`config.mk`:
```
export PLATFORM = sky130hd
export DESIGN_NAME = rbtm_cell
export DESIGN_NICKNAME = d
export VERILOG_FILES = /design/src/sv/rbtm_pkg.sv /design/src/sv/rbtm_cell.sv
export SDC_FILE = /design/constraint.sdc
export NUM_CORES = 1
export LEC_CHECK = 0
export BUFFER_PORTS_ARGS = -buffer_cell sky130_fd_sc_hd__buf_2
export CAP_MARGIN = 10
export CORE_ASPECT_RATIO = 1.2
export CORE_UTILIZATION = 30
export CTS_CLUSTER_SIZE = 30
export DETAILED_ROUTE_END_ITERATION = 12
export PLACE_DENSITY_LB_ADDON = 0.12
export SLEW_MARGIN = 0
export SYNTH_ARGS = -nofsm -noshare
export SYNTH_HDL_FRONTEND = slang
export SYNTH_SLANG_ARGS = --single-unit
```
`constraint.sdc`:
```
create_clock -name clk -period 10.5 [get_ports clk]
set_input_delay 2.1 -clock clk [delete_from_list [all_inputs] [get_ports clk]]
set_output_delay 2.1 -clock clk [all_outputs]
set_load 0.05 [all_outputs]
```
`src/sv/rbtm_pkg.sv`:
```
// Shared types and codes for the rel32 branch target matcher.
// No dependencies; imported by rbtm_cell and the top level.
package rbtm_pkg;

    localparam logic [1:0] ACT_LOAD  = 2'd0;
    localparam logic [1:0] ACT_CODE  = 2'd1;
    localparam logic [1:0] ACT_QUERY = 2'd2;

    localparam logic [7:0] OP_CALL = 8'hE8;
    localparam logic [7:0] OP_JUMP = 8'hE9;
    localparam logic [2:0] BRANCH_LEN = 3'd5;

    typedef struct packed {
        logic        tok_valid;
        logic [1:0]  op;
        logic [31:0] key_off;
        logic [63:0] key_id;
        logic        hit;
        logic        inserted;
        logic [63:0] acc_id;
        logic [31:0] acc_off;
    } token_t;

endpackage

```
`src/sv/rbtm_cell.sv`:
```
// One table cell: holds one mapping and updates the token passing through it.
// Depends on rbtm_pkg.
module rbtm_cell
    import rbtm_pkg::*;
#(
    parameter int CNT_W      = 9,
    parameter int CELL_INDEX = 0
)
(
    input  logic             clk,
    input  logic             rst_n,
    input  logic [CNT_W-1:0] entry_count,
    input  token_t           token_in,
    output token_t           token_out
);

    localparam logic [CNT_W-1:0] MY_INDEX = CNT_W'(CELL_INDEX);

    token_t      token_reg;
    token_t      token_next;
    logic [31:0] off_reg;
    logic [31:0] off_next;
    logic [63:0] id_reg;
    logic [63:0] id_next;
    logic        used;

    assign used = MY_INDEX < entry_count;

    always_comb
    begin
        token_next = token_in;
        off_next   = off_reg;
        id_next    = id_reg;
        if (token_in.tok_valid)
        begin
            case (token_in.op)
                ACT_LOAD:
                begin
                    if (used && off_reg == token_in.key_off)
                    begin
                        token_next.hit = 1'b1;
                        if (token_in.key_id < id_reg)
                        begin
                            id_next = token_in.key_id;
                        end
                    end
                    else if (!used && MY_INDEX == entry_count && !token_in.hit
                             && !token_in.inserted)
                    begin
                        off_next            = token_in.key_off;
                        id_next             = token_in.key_id;
                        token_next.inserted = 1'b1;
                    end
                end
                ACT_CODE:
                begin
                    if (used && off_reg == token_in.key_off && !token_in.hit)
                    begin
                        token_next.hit    = 1'b1;
                        token_next.acc_id = id_reg;
                    end
                end
                ACT_QUERY:
                begin
                    if (used && id_reg == token_in.key_id
                        && (!token_in.hit || off_reg < token_in.acc_off))
                    begin
                        token_next.hit     = 1'b1;
                        token_next.acc_off = off_reg;
                        token_next.acc_id  = id_reg;
                    end
                end
                default:
                begin
                    token_next.tok_valid = 1'b0;
                end
            endcase
        end
    end

    always_ff @(posedge clk or negedge rst_n)
    begin
        if (!rst_n)
        begin
            token_reg <= '0;
        end
        else
        begin
            token_reg <= token_next;
        end
    end

    always_ff @(posedge clk)
    begin
        off_reg <= off_next;
        id_reg  <= id_next;
    end

    assign token_out = token_reg;

endmodule

```
==> results of run 1 <==
critical path: cells and delay by family:
| family | cells | cell delay [ns] |
|---|---|---|
| compound gates | 6 | 2.44 |
| fa+ha+maj | 1 | 0.29 |
| buf+inv | 3 | 0.44 |
| simple gates | 1 | 0.24 |
cell families after synthesis:
group | after synthesis | synth area share, %
flip-flops | 293 | 64.7
AO/OA/AOI/OAI | 151 | 9.46
buffers and inverters | 120 | 4.38
AND/OR/NAND/NOR | 109 | 4.95
adder cells (fa/ha/maj) | 99 | 10.3
XOR/XNOR | 32 | 2.32
multiplexers | 32 | 3.92
stage by stage:
step           power [uW]  hold WS, ns  instance area (sq um)
2_1_floorplan        1490        0.468                  12100
3_3_place_gp         1630        0.476                  14700
3_5_place_dp         1640        0.479                  14700
4_1_cts              2880        0.492                  15900
5_1_grt              2950        0.515                  15900
6_report             2830        0.488                  15900
synth_stat cells, types with 2 or more instances:
cell / instances / area share [%]
nor2_1: 17 / 0.53
a31oi_1: 3 / 0.16
o31ai_1: 2 / 0.12
mux2_1: 2 / 0.19
a22o_1: 64 / 4.6
nor2b_1: 3 / 0.16
nor4_2: 4 / 0.41
ha_1: 99 / 10
o21bai_1: 3 / 0.19
nand3_1: 12 / 0.50
a211oi_1: 7 / 0.44
xor2_1: 32 / 2.3
o21ai_0: 19 / 0.79
inv_1: 103 / 3.2
buf_2: 6 / 0.25
o21a_1: 2 / 0.12
nand2b_1: 3 / 0.16
a2111o_1: 2 / 0.19
nand4_1: 20 / 1.0
and4_1: 2 / 0.15
a21o_1: 7 / 0.44
a21oi_1: 27 / 1.1
nor3_1: 7 / 0.29
o211ai_1: 4 / 0.25
mux2_4: 30 / 3.7
nor4_1: 12 / 0.62
nand2_1: 23 / 0.72
buf_6: 9 / 0.84
dfrtp_1: 197 / 41
edfxtp_1: 96 / 24
and3_1: 2 / 0.10
final timing paths:
| kind | to | cells past startpoint | from |
|---|---|---|---|
| max in group asynchronous | token_out[99] | 2 | rst_n |
| min reg2reg | token_out[90] | 1 | id_reg[58] |
| max | token_out[51] | 11 | token_in[17] |
| min in group asynchronous | token_out[40] | 1 | rst_n |
| max reg2reg | token_out[51] | 9 | off_reg[17] |
| min | token_out[90] | 1 | id_reg[58] |
layer usage:
| layer | global-route usage [%] | part of all wire, % | vias to the layer above |
|---|---|---|---|
| li1 | - | - | 3879 |
| met1 | 18.8 | 39 | 3833 |
| met2 | 29.2 | 51 | 274 |
| met3 | 5.16 | 7.8 | 45 |
| met4 | 4.27 | 1.8 | 10 |
| met5 | 0 | 0.20 | - |
power breakdown:
part,internal (uW),switching [uW],leakage [uW]
Sequential,1220,10.4,0.00318
Clock,750,471,0.000560
Combinational,103,269,0.00390
final cells by class:
cell class	instances	area [sq um]
flip-flops and latches	293	7810
multi-input cells	423	3760
inverters	104	390
fillers	3885	23900
diodes	2	5.00
clock buffers	48	977
well taps	533	667
repair buffers	411	2080
clock inverters	12	171
==> implementation parameters, run 1 <==
Parameter                              Value

Outcome
  Run status ... finished, final reports clean

Worst setup path
  Worst path required time ... 10.89 ns
  Cell chain of the critical path ... buf_2, inv_1, ha_1, a21oi_1, o21ai_0, a2111oi_0, a31oi_1, nand3b_1, a221o_2, buf_4, a22o_1
  Data arrival time at the worst-slack endpoint ... 5.62 ns
  Largest incremental delay on the critical path ... 1.04 ns
  Kind of end point of the critical path ... flop
  Largest fanout of any net on the critical path ... 64
  Register-to-register setup slack ... 6.55 ns
  Startpoint-to-endpoint class of the critical path ... primary input to flop
  Master of the slowest instance on the critical path ... a2111oi_0
  Category of the worst setup path launch point ... primary input

STA
  Worst path setup slack after routing ... 5.27 ns
  Fmax ... 0.191 GHz
  Worst Max-Slew Pin Slew ... 1.16 ns
  Crit path time final ... 5.23 ns
  Unrepaired setup endpoints after global routing ... false
  Final slew viol count ... 0
  Final period util ... 49.8%
  Final setup fails ... 0
  Headroom to the max-slew limit ... 20.6%
  Final Hold Violating Endpoints ... 0
  Layout Skew ... 0.0211 ns
  Final TNS setup ... 0 ns

Clocking
  Maximum level of the CTS H-tree ... 2
  Number of buffers on the longest clock path ... 3
  Post-CTS setup-driven buffer insertion count ... 0
  Clock insertion delay at the later pin of the skew report ... 0.52 ns
  Number of buffers created by CTS ... 34
  Clock sink count ... 293
  Clk Tree Root Cell ... clkbuf_16
  Clock transition at the register clock pins on the worst setup and hold paths after CTS ... 0.06 ns
  Clock tree from TritonCTS ... done
  Cells resized by post-CTS repair ... 0
  Number of buffers inserted by hold repair at cts ... 0

Yosys
  Primary flip-flop cell chosen by synthesis mapping ... dfrtp_1
  Synthesized instance count ... 836
  Async set-or-reset flop fraction in the synthesized netlist ... 67.2%
  Mapped Nets ... 1,143
  Yosys cell types ... 48
  Avg Synthesized Cell Area ... 14.4 sq um
  Number of enable-type register cells in the synthesized netlist ... 96
  Total standard cell area after synthesis ... 12,100 sq um
  Yosys reg bits ... 293
  Sequential element share of the synthesized area ... 64.7%
  Number of warnings issued by yosys ... 0

Job
  # Max-Cap Violations ... 0

Place
  Final weighted congestion in routability-driven placement ... 0.726
  HPWL reported at the end of detailed placement ... 25.3 mm
  Buffers added on ports ... 404
  Number of cells in the design after placement ... 1,764
  Post-Place Setup Slack ... 4.69 ns

Detailed routing
  Average detailed-routed wire length per instance ... 18.4 um
  Routed vias ... 8,041
  Post-DRT Antenna Nets ... 0
  Initial DRC count ... 306
  Router iterations before antenna repair ... 4
  Total Routed Length ... 33.6 mm
  Via density per instance ... 4.40
  DRC errors left ... 0

Cells and area
  Post-layout instance count excluding filler cells ... 1,826
  Area growth from synthesis to final layout ... 31.4%
  Share of cells above drive strength 1 ... 39.0%
  Net count, final ... 1,574
  Share of the core filled with cells ... 39.9%
  Most frequent cells in the layout ... buf_2, dfrtp_1, inv_1
  Flip-flop count of the largest register, all copies and words added ... 197
  Most common cell after layout, fill and taps aside ... buf_2

Global route
  Largest net degree at the start of global routing ... 71
  Total congestion overflow after global routing ... 0
  Global-route wire length before repair ... 50.1 mm
  Global routing usage summed across all routing layers ... 16.4%
  Initial antenna violation count ... 8
  Vias in the first global route ... 8,415

Floorplanning
  Die ar. ... 41,100 sq um
  Die extent in y ... 222 um
  Placeable core region ... 39,700 sq um
  Effective utilization at floorplan ... 30.4%
  Rows ... 80
  I/O pins ... 405
  Horizontal extent of the die ... 185 um

Pwr
  VDD IR-drop max ... 117 uV
  Leakage component of the power ... 0.00765 uW
  Power density relative to cell area ... 178 nW/um^2

Worst hold path
  Type of the most critical hold path ... flop to flop
Power figures use the tool's default switching activity.
==> inputs of run 2 (changes only) <==
==> constraint.sdc (replaced) <==
create_clock -name clk -period 4.8 [get_ports clk]
set_input_delay 0.96 -clock clk [delete_from_list [all_inputs] [get_ports clk]]
set_output_delay 0.96 -clock clk [all_outputs]
set_load 0.05 [all_outputs]
==> run 2 against run 1 <==
Net effect: non-clock buffer count grew 5; worst setup slack lost 4.1 ns; routed wire length is essentially flat; critical path type unchanged; largest cell class unchanged; largest power group is now clock.
==> implementation parameters, run 2 (same netlist as run 1, synthesis figures left out) <==
Parameter                              Value

STA
  Crit path time final ... 3.59 ns
  Final setup fails ... 0 (unchanged)
  Fmax ... 0.278 GHz
  Final TNS setup ... 0 ns (unchanged)
  Layout Skew ... 0.0137 ns (-0.00743 ns)
  Headroom to the max-slew limit ... 41.2% (+21 points)
  Hold WS ... 0.485 ns (-0.00272 ns)
  Final period util ... 74.8%
  Unrepaired setup endpoints after global routing ... false
  Final Hold Violating Endpoints ... 0 (unchanged)
  Worst Max-Slew Pin Slew ... 0.871 ns (-0.289 ns)
  Final slew viol count ... 0 (unchanged)

Place
  HPWL reported at the end of detailed placement ... 25.7 mm (+1.5%)
  Final weighted congestion in routability-driven placement ... 0.763 (+5.1%)
  Buffers added on ports ... 404 (unchanged)
  Number of cells in the design after placement ... 1,769 (+0.28%)

Worst setup path
  Master of the slowest instance on the critical path ... nor3_1
  Category of the worst setup path launch point ... primary input
  Register-to-register setup slack ... 1.37 ns (-5.18 ns)
  Largest incremental delay on the critical path ... 0.57 ns (-0.47 ns)
  Worst R2R End ... token_out[53]
  Crit-path most repeated cell ... nand3_1
  Largest fanout of any net on the critical path ... 45 (-30%)
  Data arrival time at the worst-slack endpoint ... 3.98 ns (-1.64 ns)
  Worst path required time ... 5.19 ns (-5.70 ns)
  Depth of the most critical reg-to-reg path ... 10 (+1)
  Cell chain of the critical path ... buf_2, ha_1, nand3_1, nor3_1, nand3_1, nor4_1, nand3b_1, a221o_2, buf_4, a22o_1
  Startpoint-to-endpoint class of the critical path ... primary input to flop
  Startpoint of the lowest-slack register-to-register path ... id_reg[53]
  Kind of end point of the critical path ... flop

Global route
  Global-route wire length before repair ... 50.1 mm (-0.11%)
  Total congestion overflow after global routing ... 0 (unchanged)
  Largest net degree at the start of global routing ... 102 (+44%)
  Global routing usage summed across all routing layers ... 16.3% (-0.097 points)
  Vias in the first global route ... 8,275 (-1.7%)
  Initial antenna violation count ... 6 (-2)

Clocking
  Number of buffers inserted by hold repair at cts ... 0 (unchanged)
  Clock insertion delay at the later pin of the skew report ... 0.52 ns (about the same)
  Clock sink count ... 293 (unchanged)
  Number of buffers created by CTS ... 35 (+2.9%)
  Clk Tree Root Cell ... clkbuf_16
  Number of buffers on the longest clock path ... 3 (unchanged)
  Maximum level of the CTS H-tree ... 2 (unchanged)
  Clock tree from TritonCTS ... done
  Post-CTS setup-driven buffer insertion count ... 0 (unchanged)
  Clock transition at the register clock pins on the worst setup and hold paths after CTS ... 0.06 ns (about the same)
  Cells resized by post-CTS repair ... 0 (unchanged)

Cells and area
  Number of filler cells placed in the layout ... 3,895 (+0.26%)
  Most frequent cells in the layout ... buf_2, dfrtp_1, inv_1
  Post-layout instance count excluding filler cells ... 1,833 (+0.38%)
  Flip-flop count of the largest register, all copies and words added ... 197 (unchanged)
  Net count, final ... 1,580 (+0.38%)
  Sequential cell area in the final layout ... 7810 sq um (unchanged)
  Area growth from synthesis to final layout ... 32.5%
  Share of cells above drive strength 1 ... 39.8% (+0.84 points)
  Most common cell after layout, fill and taps aside ... buf_2
  Multi-input combinational cell area ... 3760 sq um (+0.23%)
  Share of the core filled with cells ... 40.2% (+0.32 points)

Floorplanning
  Horizontal extent of the die ... 185 um (unchanged)
  I/O pins ... 405 (unchanged)
  Rows ... 80 (unchanged)
  Die ar. ... 41,100 sq um (unchanged)
  Placeable core region ... 39,700 sq um (unchanged)
  Effective utilization at floorplan ... 30.4% (unchanged)
  Die extent in y ... 222 um (unchanged)

Detailed routing
  Router iterations before antenna repair ... 4 (unchanged)
  Average detailed-routed wire length per instance ... 18.3 um (-0.30%)
  Total Routed Length ... 33.6 mm (about the same)
  Initial DRC count ... 212 (-31%)
  Via density per instance ... 4.42 (+0.40%)
  Routed vias ... 8,104 (+0.78%)
  Post-DRT Antenna Nets ... 0 (unchanged)
  DRC errors left ... 0 (unchanged)

Worst hold path
  Type of the most critical hold path ... primary input to asynchronous set/reset pin

Pwr
  Power density relative to cell area ... 391 nW/um^2 (+120%)
  VDD IR-drop max ... 265 uV (+130%)
  Leakage component of the power ... 0.00773 uW (+1.1%)

Outcome
  Run status ... finished, final reports clean

Job
  # Max-Cap Violations ... 0 (unchanged)
[run 2: changes by cell type in the layout (fill, tap and decap cells not counted), moves of 2 or more]
cell,change
buf_12,+2
inv_4,+3
buf_4,+3
clkbuf_8,+8
bufinv_16,-2
clkbuf_1,-6
[run 2: area by class of cell]
class	count	share of cell area (%)
clock buffer	51	6.81
multi-input combinational	423	23.5
antenna	1	0.0156
sequential	293	48.9
inverter	104	2.44
timing repair buffer	416	13.4
clock inverter	12	0.743
tap	533	4.17
[run 2: worst max-delay path by stage]
stage,end,cells past startpoint,slack [ns],start
2_1_floorplan,id_reg[0],4,0.14,entry_count[4]
3_3_place_gp,id_reg[32],9,0.71,token_in[139]
3_5_place_dp,token_out[57],10,0.63,token_in[152]
4_1_cts,token_out[53],10,1.18,token_in[152]
5_1_grt,token_out[53],10,1.03,token_in[152]
6_report,token_out[53],10,1.21,token_in[152]
[run 2: stage by stage]
step / power (uW) / area (sq um) / setup WS, ns
final: 6250 / 16000 / 1.21
after global routing: 6490 / 16000 / 1.03
after CTS: 6360 / 16000 / 1.18
after detailed placement: 3580 / 14800 / 0.634
after global placement: 3580 / 14800 / 0.706
after floorplan: 3270 / 12100 / 0.137
[run 2: report_power, final]
part,switching [uW],total [uW],internal (uW)
clock network,1040,2730,1690
registers,22.3,2700,2680
logic,591,820,229
[run 2: critical path, delay by kind of cell]
| family | cells | cell delay, ns |
|---|---|---|
| simple gates | 5 | 1.55 |
| compound gates | 2 | 0.71 |
| buf+inv | 2 | 0.42 |
| fa+ha+maj | 1 | 0.30 |
[run 2: metal layers]
layer | wire length, um | vias to the layer above | GRT usage (%) | part of all wire [%]
met5 | 59 | - | 0 | 0.18
met4 | 626 | 10 | 4.61 | 1.9
met3 | 2350 | 52 | 4.55 | 7.0
met2 | 16800 | 261 | 28.4 | 50
met1 | 13700 | 3877 | 19.4 | 41
li1 | - | 3904 | - | -
